--- config.mk ---
export PLATFORM = sky130hd
export DESIGN_NAME = encoder_position_and_rpm
export DESIGN_NICKNAME = d
export VERILOG_FILES = /design/src/sv/epr_pkg.sv /design/src/sv/encoder_position_and_rpm.sv /design/src/sv/epr_div.sv /design/src/sv/epr_mul.sv
export SDC_FILE = /design/constraint.sdc
export NUM_CORES = 1
export LEC_CHECK = 0
export ABC_AREA = 1
export BUFFER_PORTS_ARGS = -buffer_cell sky130_fd_sc_hd__buf_2
export CAP_MARGIN = 15
export CORE_MARGIN = 2
export CORE_UTILIZATION = 55
export DETAILED_ROUTE_END_ITERATION = 12
export PLACE_DENSITY = 0.72
export SLEW_MARGIN = 25
export SYNTH_ARGS = -nofsm -noshare
export SYNTH_HDL_FRONTEND = slang
export SYNTH_SLANG_ARGS = --single-unit
--- constraint.sdc ---
create_clock -name clk -period 17.2 [get_ports clk]
set_input_delay 1.72 -clock clk [delete_from_list [all_inputs] [get_ports clk]]
set_output_delay 1.72 -clock clk [all_outputs]
set_load 0.02 [all_outputs]
--- src/sv/epr_pkg.sv ---
// Shared types and constants for the encoder position and speed block.
// Used by the serial divider, the serial multiplier and the top level.
`timescale 1ns / 1ps

package epr_pkg;

  // Item operations.
  localparam logic [1:0] OP_EDGE   = 2'd0;
  localparam logic [1:0] OP_CLEAR  = 2'd1;
  localparam logic [1:0] OP_SAMPLE = 2'd2;

  // Configuration register indexes.
  localparam logic CFG_PULSES_PER_TURN = 1'b0;
  localparam logic CFG_PHASE_FLIP      = 1'b1;

  localparam int POS_W   = 32;
  localparam int PPT_W   = 16;
  localparam int SCALE_W = 16;
  localparam int PROD_W  = POS_W + SCALE_W;
  localparam int STEP_W  = $clog2(PROD_W + 1);

  localparam logic [SCALE_W-1:0] MS_PER_MINUTE = 16'd60000;

  // Quotient bits produced per division.
  localparam logic [STEP_W-1:0] SCALE_STEPS = STEP_W'(SCALE_W);
  localparam logic [STEP_W-1:0] SPEED_STEPS = STEP_W'(PROD_W);

  typedef struct packed {
    logic              start;
    logic [STEP_W-1:0] steps;
  } div_ctl_t;

endpackage

--- src/sv/encoder_position_and_rpm.sv ---
// Top level of the encoder position counter with speed estimate.
// Instantiates epr_div and epr_mul; uses epr_pkg.
`timescale 1ns / 1ps

// Encoder edge, clear and unused operations finish in the cycle they are
// accepted and their result is in the output register on the next cycle.
// A speed sample runs a 16-step division of 60000 by the elapsed time, a
// 16-step multiply of the distance by that scale, and a 48-step division
// by pulses_per_turn, the two divisions sharing one serial
// divider that makes one quotient bit per cycle. A sample with zero elapsed
// time finishes at once. A new item is taken only when the block is idle and
// the output register is free or being emptied in that cycle.
module encoder_position_and_rpm (
  input  logic               clk,
  input  logic               rst,
  input  logic               in_valid,
  output logic               in_ready,
  input  logic [1:0]         operation,
  input  logic               phase_level,
  input  logic [31:0]        now_ms,
  output logic               out_valid,
  input  logic               out_ready,
  output logic signed [31:0] position,
  output logic signed [31:0] speed_rpm,
  output logic               time_error,
  input  logic               cfg_we,
  input  logic               cfg_index,
  input  logic [15:0]        cfg_data
);
  import epr_pkg::*;

  typedef enum logic [2:0] {S_IDLE, S_SCALE, S_MUL, S_SPEED, S_OUT} state_t;

  state_t             state;
  logic [PPT_W-1:0]   ppt;
  logic               phase_flip;
  logic [POS_W-1:0]   count_position;
  logic [POS_W-1:0]   sample_position;
  logic [POS_W-1:0]   sample_time;
  logic [POS_W-1:0]   speed_value;
  logic [POS_W-1:0]   travel;
  logic               forward;

  logic               accept;
  logic               out_free;
  logic               out_load;
  logic [POS_W-1:0]   elapsed;
  logic [POS_W:0]     diff;
  logic [POS_W:0]     diff_neg;
  logic               fwd_next;
  logic [POS_W-1:0]   count_next;
  logic [PPT_W-1:0]   ppt_eff;
  logic [POS_W-1:0]   speed_next;

  div_ctl_t           div_ctl;
  logic [PROD_W-1:0]  div_dividend;
  logic [POS_W-1:0]   div_divisor;
  logic [PROD_W-1:0]  div_quot;
  logic               div_done;
  logic               mul_start;
  logic [PROD_W-1:0]  mul_prod;
  logic               mul_done;

  assign out_free = !out_valid || out_ready;
  assign in_ready = (state == S_IDLE) && out_free;
  assign accept   = in_valid && in_ready;
  assign elapsed  = now_ms - sample_time;

  // A result is loaded either straight from an accepted item or after a sample.
  assign out_load = (state == S_IDLE)
                  ? (accept && !((operation == OP_SAMPLE) && (elapsed != '0)))
                  : ((state == S_OUT) && out_free);

  // The distance is formed at 33 bits so it never wraps.
  assign diff     = {count_position[POS_W-1], count_position}
                  - {sample_position[POS_W-1], sample_position};
  assign diff_neg = -diff;
  assign fwd_next = !diff[POS_W] && (diff != '0);
  assign ppt_eff  = (ppt == '0) ? PPT_W'(1) : ppt;

  always_comb begin
    case (operation)
      OP_EDGE:  count_next = (phase_level == phase_flip) ? count_position - 1'b1
                                                         : count_position + 1'b1;
      OP_CLEAR: count_next = '0;
      default:  count_next = count_position;
    endcase
  end

  // The divider serves both the time scale and the final speed division.
  always_comb begin
    div_ctl.start = 1'b0;
    div_ctl.steps = SCALE_STEPS;
    div_dividend  = {MS_PER_MINUTE, {POS_W{1'b0}}};
    div_divisor   = elapsed;
    if (state == S_IDLE) begin
      div_ctl.start = accept && (operation == OP_SAMPLE) && (elapsed != '0);
    end else begin
      div_ctl.start = (state == S_MUL) && mul_done;
      div_ctl.steps = SPEED_STEPS;
      div_dividend  = mul_prod;
      div_divisor   = {{(POS_W - PPT_W){1'b0}}, ppt_eff};
    end
  end

  assign mul_start = (state == S_SCALE) && div_done;

  always_comb begin
    if (forward) begin
      speed_next = (div_quot[PROD_W-1:POS_W-1] != '0) ? 32'h7FFF_FFFF
                                                      : div_quot[POS_W-1:0];
    end else begin
      speed_next = (div_quot[PROD_W-1:POS_W-1] != '0) ? 32'h8000_0000
                                                      : -div_quot[POS_W-1:0];
    end
  end

  epr_div u_div (
    .clk      (clk),
    .rst      (rst),
    .ctl      (div_ctl),
    .dividend (div_dividend),
    .divisor  (div_divisor),
    .quotient (div_quot),
    .done     (div_done)
  );

  epr_mul u_mul (
    .clk          (clk),
    .rst          (rst),
    .start        (mul_start),
    .multiplicand (travel),
    .multiplier   (div_quot[SCALE_W-1:0]),
    .product      (mul_prod),
    .done         (mul_done)
  );

  always_ff @(posedge clk) begin
    if (rst) begin
      state           <= S_IDLE;
      ppt             <= PPT_W'(1);
      phase_flip      <= 1'b0;
      count_position  <= '0;
      sample_position <= '0;
      sample_time     <= '0;
      speed_value     <= '0;
      out_valid       <= 1'b0;
    end else begin
      if (cfg_we) begin
        unique case (cfg_index)
          CFG_PULSES_PER_TURN: ppt        <= cfg_data;
          CFG_PHASE_FLIP:      phase_flip <= cfg_data[0];
          default: ;
        endcase
      end

      if (out_load) begin
        out_valid <= 1'b1;
      end else if (out_valid && out_ready) begin
        out_valid <= 1'b0;
      end

      unique case (state)
        S_IDLE: begin
          if (accept) begin
            count_position <= count_next;
            if ((operation == OP_SAMPLE) && (elapsed != '0)) begin
              sample_position <= count_position;
              sample_time     <= now_ms;
              travel          <= fwd_next ? diff[POS_W-1:0] : diff_neg[POS_W-1:0];
              forward         <= fwd_next;
              state           <= S_SCALE;
            end else begin
              if (operation == OP_SAMPLE) begin
                sample_position <= count_position;
                sample_time     <= now_ms;
              end
              position   <= count_next;
              speed_rpm  <= speed_value;
              time_error <= (operation == OP_SAMPLE);
            end
          end
        end
        S_SCALE: begin
          if (div_done) begin
            state <= S_MUL;
          end
        end
        S_MUL: begin
          if (mul_done) begin
            state <= S_SPEED;
          end
        end
        S_SPEED: begin
          if (div_done) begin
            speed_value <= speed_next;
            state       <= S_OUT;
          end
        end
        S_OUT: begin
          if (out_free) begin
            position   <= count_position;
            speed_rpm  <= speed_value;
            time_error <= 1'b0;
            state      <= S_IDLE;
          end
        end
        default: state <= S_IDLE;
      endcase
    end
  end

  // A sample with time elapsed must start the serial scale division.
  a_sample_starts: assert property (@(posedge clk) disable iff (rst)
    accept && (operation == OP_SAMPLE) && (now_ms != sample_time) |=> state == S_SCALE)
    else $error("speed sample did not start the scale division");

  // A waiting result always shows the live position.
  a_pos_live: assert property (@(posedge clk) disable iff (rst)
    out_valid |-> position == count_position)
    else $error("output position differs from the counter");

  // A zero-time sample leaves the speed as it was.
  a_fault_speed: assert property (@(posedge clk) disable iff (rst)
    out_valid && time_error |-> speed_rpm == speed_value)
    else $error("speed changed on a zero elapsed time sample");

  // The multiplier only runs between the two divisions.
  a_mul_order: assert property (@(posedge clk) disable iff (rst)
    mul_done |-> state == S_MUL)
    else $error("multiplier finished outside its phase");

endmodule

--- src/sv/epr_div.sv ---
// Restoring divider that produces one quotient bit per cycle.
// Depends on epr_pkg for widths and the control struct.
`timescale 1ns / 1ps

module epr_div (
  input  logic                      clk,
  input  logic                      rst,
  input  epr_pkg::div_ctl_t         ctl,
  input  logic [epr_pkg::PROD_W-1:0] dividend,
  input  logic [epr_pkg::POS_W-1:0]  divisor,
  output logic [epr_pkg::PROD_W-1:0] quotient,
  output logic                      done
);
  import epr_pkg::*;

  // The dividend shifts out at the top while quotient bits shift in at the
  // bottom, so after n steps the low n bits hold the quotient.
  logic [PROD_W-1:0] work;
  logic [POS_W-1:0]  rem;
  logic [POS_W-1:0]  dvsr;
  logic [STEP_W-1:0] cnt;
  logic              busy;
  logic [POS_W:0]    shifted;
  logic              fits;
  logic [POS_W:0]    diff_next;

  assign shifted   = {rem, work[PROD_W-1]};
  assign fits      = shifted >= {1'b0, dvsr};
  assign diff_next = shifted - {1'b0, dvsr};
  assign quotient  = work;

  always_ff @(posedge clk) begin
    if (rst) begin
      busy <= 1'b0;
      done <= 1'b0;
      cnt  <= '0;
    end else begin
      done <= 1'b0;
      if (ctl.start) begin
        work <= dividend;
        rem  <= '0;
        dvsr <= divisor;
        cnt  <= ctl.steps;
        busy <= 1'b1;
      end else if (busy) begin
        work <= {work[PROD_W-2:0], fits};
        rem  <= fits ? diff_next[POS_W-1:0] : shifted[POS_W-1:0];
        cnt  <= cnt - 1'b1;
        if (cnt == STEP_W'(1)) begin
          busy <= 1'b0;
          done <= 1'b1;
        end
      end
    end
  end

endmodule

--- src/sv/epr_mul.sv ---
// Shift-and-add multiplier that consumes one multiplier bit per cycle.
// Depends on epr_pkg for the operand and product widths.
`timescale 1ns / 1ps

module epr_mul (
  input  logic                        clk,
  input  logic                        rst,
  input  logic                        start,
  input  logic [epr_pkg::POS_W-1:0]   multiplicand,
  input  logic [epr_pkg::SCALE_W-1:0] multiplier,
  output logic [epr_pkg::PROD_W-1:0]  product,
  output logic                        done
);
  import epr_pkg::*;

  localparam int CNT_W = $clog2(SCALE_W + 1);

  logic [PROD_W-1:0]  acc;
  logic [POS_W-1:0]   mcand;
  logic [SCALE_W-1:0] mbits;
  logic [CNT_W-1:0]   cnt;
  logic               busy;
  logic [PROD_W-1:0]  addend;

  // Multiplier bits are taken most significant first.
  assign addend  = mbits[SCALE_W-1] ? {{SCALE_W{1'b0}}, mcand} : '0;
  assign product = acc;

  always_ff @(posedge clk) begin
    if (rst) begin
      busy <= 1'b0;
      done <= 1'b0;
      cnt  <= '0;
    end else begin
      done <= 1'b0;
      if (start) begin
        acc   <= '0;
        mcand <= multiplicand;
        mbits <= multiplier;
        cnt   <= CNT_W'(SCALE_W);
        busy  <= 1'b1;
      end else if (busy) begin
        acc   <= {acc[PROD_W-2:0], 1'b0} + addend;
        mbits <= {mbits[SCALE_W-2:0], 1'b0};
        cnt   <= cnt - 1'b1;
        if (cnt == CNT_W'(1)) begin
          busy <= 1'b0;
          done <= 1'b1;
        end
      end
    end
  end

endmodule

Word-level counts from Yosys, hierarchy flattened --
Index checks and enable logic that the tools add are counted.
Storage, ports and cells: input port bits 57, output and inout port bits 67, word-level logic and storage cells 156, flip-flop bits (word level) 470
Operators by class: reductions and logical operators 41, multiplexer cells 57, equality and inequality tests 16, add/subtract/negate cells 10, magnitude comparators 1, bitwise logic cells 4
Operators by type and width (number):
- two-way mux 32 bit | 18
- two-way mux 48 bit | 4
- one-hot mux 32 bit (2 select lines) | 3
- two-way mux 16 bit | 4
- negation 32 bit | 2
- subtractor 32 bit | 2
- adder 48 bit | 1
- greater-or-equal comparator 33 x 32 -> 1 bit | 1
- nonzero test 33 bit | 1
- subtractor 32 x 32 -> 33 bit | 1
- adder 32 x 1 -> 32 bit (second input constant) | 1
- nonzero test 32 bit | 1
- subtractor 32 x 1 -> 32 bit (second input constant) | 1
- two-way mux 3 bit | 6
- two-way mux 6 bit | 3
- nonzero test 17 bit | 1
- logical NOT 16 bit | 1
- AND reduction 2 bit | 8
- two-way mux 1 bit | 15
- one-hot mux 3 bit (5 select lines) | 1
- logical AND 1 bit | 11
- two-way mux 5 bit | 2
- nonzero test 2 bit | 5
- != test 2 x 1 -> 1 bit (second input constant) | 4
- other kinds (23) | 32

Depth between registers and ports, before layout --
word-level depth 9, gate-level depth with buffers 24

Modules after synthesis --
A second synthesis with hierarchy kept.
Unflattened totals: cell total of the unflattened synthesis 4884, area, all modules 33327.0 um^2
Modules (own cells, without submodules):
- encoder_position_and_rpm | instances 1, area each 18446.4 um^2, seq. area each 5925.7 um^2, cells an instance 2835
- epr_div | instances 1, area each 7851.3 um^2, seq. area each 3523.4 um^2, cells an instance 1053
- epr_mul | instances 1, area each 7029.2 um^2, seq. area each 3022.9 um^2, cells an instance 996

Worst setup path before layout --
OpenSTA, ideal clock, no wires.
path kind input to register, start point input port rst, end point register u_div.work[0] (netlist: u_div.quotient[0]), enable pin, path buffers 2, setup time 632 ps, arrival 7754 ps, data required time 16568 ps, stages 3, slack 8814 ps, path through clkbuf_1 -> buf_1 -> o21ai_0
On the way: longest elaborated chain between the ends 2
Ends and longest elaborated chain:
- start, declared | line encoder_position_and_rpm.sv:15 | input logic rst,
- NOT 1 bit (no source line)
- AND reduction 2 bit (no source line)
- end signal, assigned | line epr_div.sv:40 | work <= dividend;
- end signal, assigned | line epr_div.sv:46 | work <= {work[PROD_W-2:0], fits};
- end, declared | line epr_div.sv:18 | logic [PROD_W-1:0] work;
No other way between the ends. A chain may end at the register's enable or synchronous reset.

Worst setup path after layout --
start point input port now_ms[0], end point register u_div.work[11] (netlist: u_div.quotient[11]), enable pin
On the way: longest elaborated chain between the ends 6
Ends and longest elaborated chain:
- start, declared | line encoder_position_and_rpm.sv:20 | input logic [31:0] now_ms,
- subtractor 32 bit | line encoder_position_and_rpm.sv:67 | assign elapsed = now_ms - sample_time;
- nonzero test 32 bit | line encoder_position_and_rpm.sv:97 | div_ctl.start = accept && (operation == OP_SAMPLE) && (elapsed != '0);
- logical AND 1 bit | line encoder_position_and_rpm.sv:97
- two-way mux 1 bit | line encoder_position_and_rpm.sv:96 | if (state == S_IDLE) begin
- nonzero test 2 bit (no source line)
- AND reduction 2 bit (no source line)
No other way between the ends.

==> summary.md <==
| Metric | Value |
|---|---|
| Die X | 239 µm |
| Cell Area, Synth | a little over 30000 µm² |
| CTS tree | yes |
| Initial DRC Count | 2251 |
| Worst-Margin Slew | slightly above 0.9 ns |
| Detailed Route WL | 80.1 mm |
| Final Max Tran Viols | 0 |
| CP Capture Type | flop |
| # rows | 86 |
| Static Leakage | 15.4 nW |
| Tmin final | 5.23 ns |
| Commonest non-fill, non-tap cell in the layout | nand2_1 |
| Setup violations, final | 0 |
| Slack of the critical path | 11.97 ns |
| Post-synth EDFFs | 306 |
| Core ar. | 54900 µm² |
| Initial antenna violation count | 2 |
| Layout cells sized above 1 | 0.0680 |
| Dpl cells | 4848 |
| Worst setup SP type | input port |
| Setup Crit Path Kind | input port to flop |
| CTS max path bufs | 3 |
| Ports | about 120 |
| Clk pwr share | 0.311 |
| # port buffers | 123 |
| Global route overflow | 0 |
| Part of the power in combinational logic | 0.321 |
| R2R depth | 22 |
| Via density | 5.47 |
| # hold bufs at CTS | 0 |
| Final Cycle Share | 0.304 |
| Post-cts gate resize count | 0 |
| Antenna violation net count after detailed routing | 0 |
| Die area | 57200 µm² |
| Sw Ratio | 0.365 |
| Hold worst-path end | u_mul.mcand[26] |
| DP HPWL | 60.5 mm |
| RSZ-0062 raised after global routing | no |
| Layout Nets | 4420 |
| Clock latency on the worst-skew pair | about 0.62 ns |
| Max Fclk | ~190 MHz |
| Mapped Nets | about 4.3k |
| Hold Path Origin | travel[26] |
| First-pass GRT wire length | 129 mm |
| Post-route design area | 33400 µm² |
| Critical R2R Launch | sample_time[0] |
| Reg2reg end | u_div.quotient[11] |
| Netlist cell types | 56 |
| Avg WL per Cell | 16.2 µm |
| Status | completed |
| Top FF cell, synth | edfxtp_1 |
| Peak supply drop | 0.0874 mV |
| Die span in y | 239 µm |
| Fin cells | roughly 4.9k |
| Total power | 3.67 mW |
| Area Growth Syn to Fin | 9.82% |
| Reg clk slew, reported paths | 0.06 ns |
| Initial Utilization | 0.554 |
| CTS root buffer | clkbuf_16 |
| Cell Area, Placed | 31600 µm² |
| Hold depth | 0 |
| H-Tree Depth | 2 |
| Worst slew margin | 0.382 |
| RD Place Congestion | 0.963 |
| Syn Area/Cell | 7.40 µm² |
| Post-synthesis instance total | 4108 |
| DR vias | approximately 27k |
| Asr flop ratio synth | 0 |
| Setup TNS | 0 ns |
| Worst EP required | 17.44 ns |
| Crit path max fanout | 63 |
| PwrDens | 110 nW/µm² |
| Total CTS buffers | 50 |
| DR pass1 iterations | 6 |
| Sink Count | 470 |
| Number of post-CTS setup repair buffers | 0 |
| P_int | 2.33 mW |
| Seq/Total Area, Yosys | 0.410 |
| Vias in the first global route | 24.8k |
| GRT Overall Usage | 0.280 |
| Worst min path class | flop to flop |
| R2R Setup Slk | 12.97 ns |
| Seq pwr share | 0.369 |
| Layout Skew | 0.0332 ns |
| Commonest cells after routing, fill and taps aside | nand2_1 (923), inv_1 (625), nor2_1 (414) |
| Synthesis-stage register bit count | 470 |
| Pin count of the biggest net entering global routing | 84 |
| Crit path arrival time | 5.47 ns |
| P_sw | ~1.3 mW |
| Dpl ws | 11.35 ns |
| Hold Fails Final Rpt | 0 |
| Total of max-cap violations | 0 |
| YS warnings | 0 |
| DRC viols | 0 |
[Yosys cell counts (7+ instances only)]
library cell	n	share of area
o221ai_1	10	0.0029
o21ai_0	372	0.061
xnor2_1	18	0.0052
a21o_1	20	0.0049
a21oi_1	372	0.061
nor4_1	13	0.0027
nor2_1	418	0.052
o21a_1	22	0.0054
buf_2	11	0.0018
dfxtp_1	164	0.11
clkbuf_1	82	0.010
o22ai_1	9	0.0019
nand3_1	201	0.033
a31oi_1	28	0.0058
nand4_1	46	0.0095
o21ai_1	28	0.0046
nor3_1	44	0.0072
o211ai_1	12	0.0030
ha_1	162	0.067
nand3b_1	8	0.0020
xor2_1	82	0.024
buf_1	7	0.00086
nand2_1	925	0.11
o21bai_1	23	0.0057
edfxtp_1	306	0.30
inv_1	629	0.078
[worst max-delay path by stage]
stage	cells after the start	slack, ns	from	endpoint
floorplan	3	8.81	rst	u_div.quotient[0]
global placement	24	11.49	now_ms[0]	u_div.quotient[11]
detailed placement	24	11.35	now_ms[0]	u_div.quotient[16]
CTS	24	12.00	now_ms[0]	u_div.quotient[16]
global route	24	11.56	now_ms[0]	u_div.quotient[16]
finish	24	11.97	now_ms[0]	u_div.quotient[11]
[per-stage QoR]
| stage | utilization | hold WS [ns] |
|---|---|---|
| 3_5_place_dp | 0.577 | 0.405 |
| 4_1_cts | 0.609 | 0.418 |
| 2_1_floorplan | - | 0.400 |
| 6_report | 0.609 | 0.415 |
| 3_3_place_gp | 0.577 | 0.400 |
| 5_1_grt | 0.609 | 0.423 |
[cell type report]
cell class / instances / area, µm²
Multi-Input combinational cell: 2891 / 15100
Inverter: 637 / 2390
Tap cell: 704 / 881
Fill cell: 5125 / 21500
Antenna cell: 2 / 5.00
Sequential cell: 470 / 12500
Clock buffer: 63 / 1390
Clock inverter: 29 / 353
Timing Repair Buffer: 146 / 788
[critical path, cell delays in order]
cell and delay [ns]:
buf_2 0.11, inv_1 0.07, ha_1 0.22, fa_1 0.40, inv_1 0.11, nand3_1 0.10, nand2_1 0.15, nand2_1 0.06
nand2_1 0.13, nand2_1 0.07, nand2_1 0.10, nand2_1 0.09, nand2_1 0.07, nand2_1 0.06, nand2_1 0.06, nor2_1 0.04
nand2_1 0.05, nor2_1 0.04, nand3_1 0.15, nand2_2 0.24, nand2_2 0.13, nand2_1 0.17, o21ai_4 0.32, buf_4 0.76
[cell families after synthesis]
group / after synthesis / synth area share
simple gates: 1697 / 0.231
compound gates: 925 / 0.165
buf+inv: 747 / 0.0946
flops: 470 / 0.410
fa+ha+maj: 167 / 0.0699
xor+xnor: 102 / 0.0299
[metal layers]
layer / share of wire / GRT usage / up-vias / routed length (µm)
li1: - / - / 13800 / -
met1: 0.46 / 0.390 / 12300 / 36900
met2: 0.45 / 0.455 / 791 / 36000
met3: 0.057 / 0.0299 / 134 / 4550
met4: 0.031 / 0.0968 / 0 / 2510
met5: 0 / 0 / - / 0
[power groups by stage]
stage,clock network (mW),registers [mW],logic (mW)
global placement,0,1.38,1.15
finish,1.14,1.35,1.18
floorplan,0,1.39,0.853
CTS,1.16,1.35,1.17
global route,1.20,1.36,1.33
detailed placement,0,1.38,1.16
(Power assumes the default switching activity.)
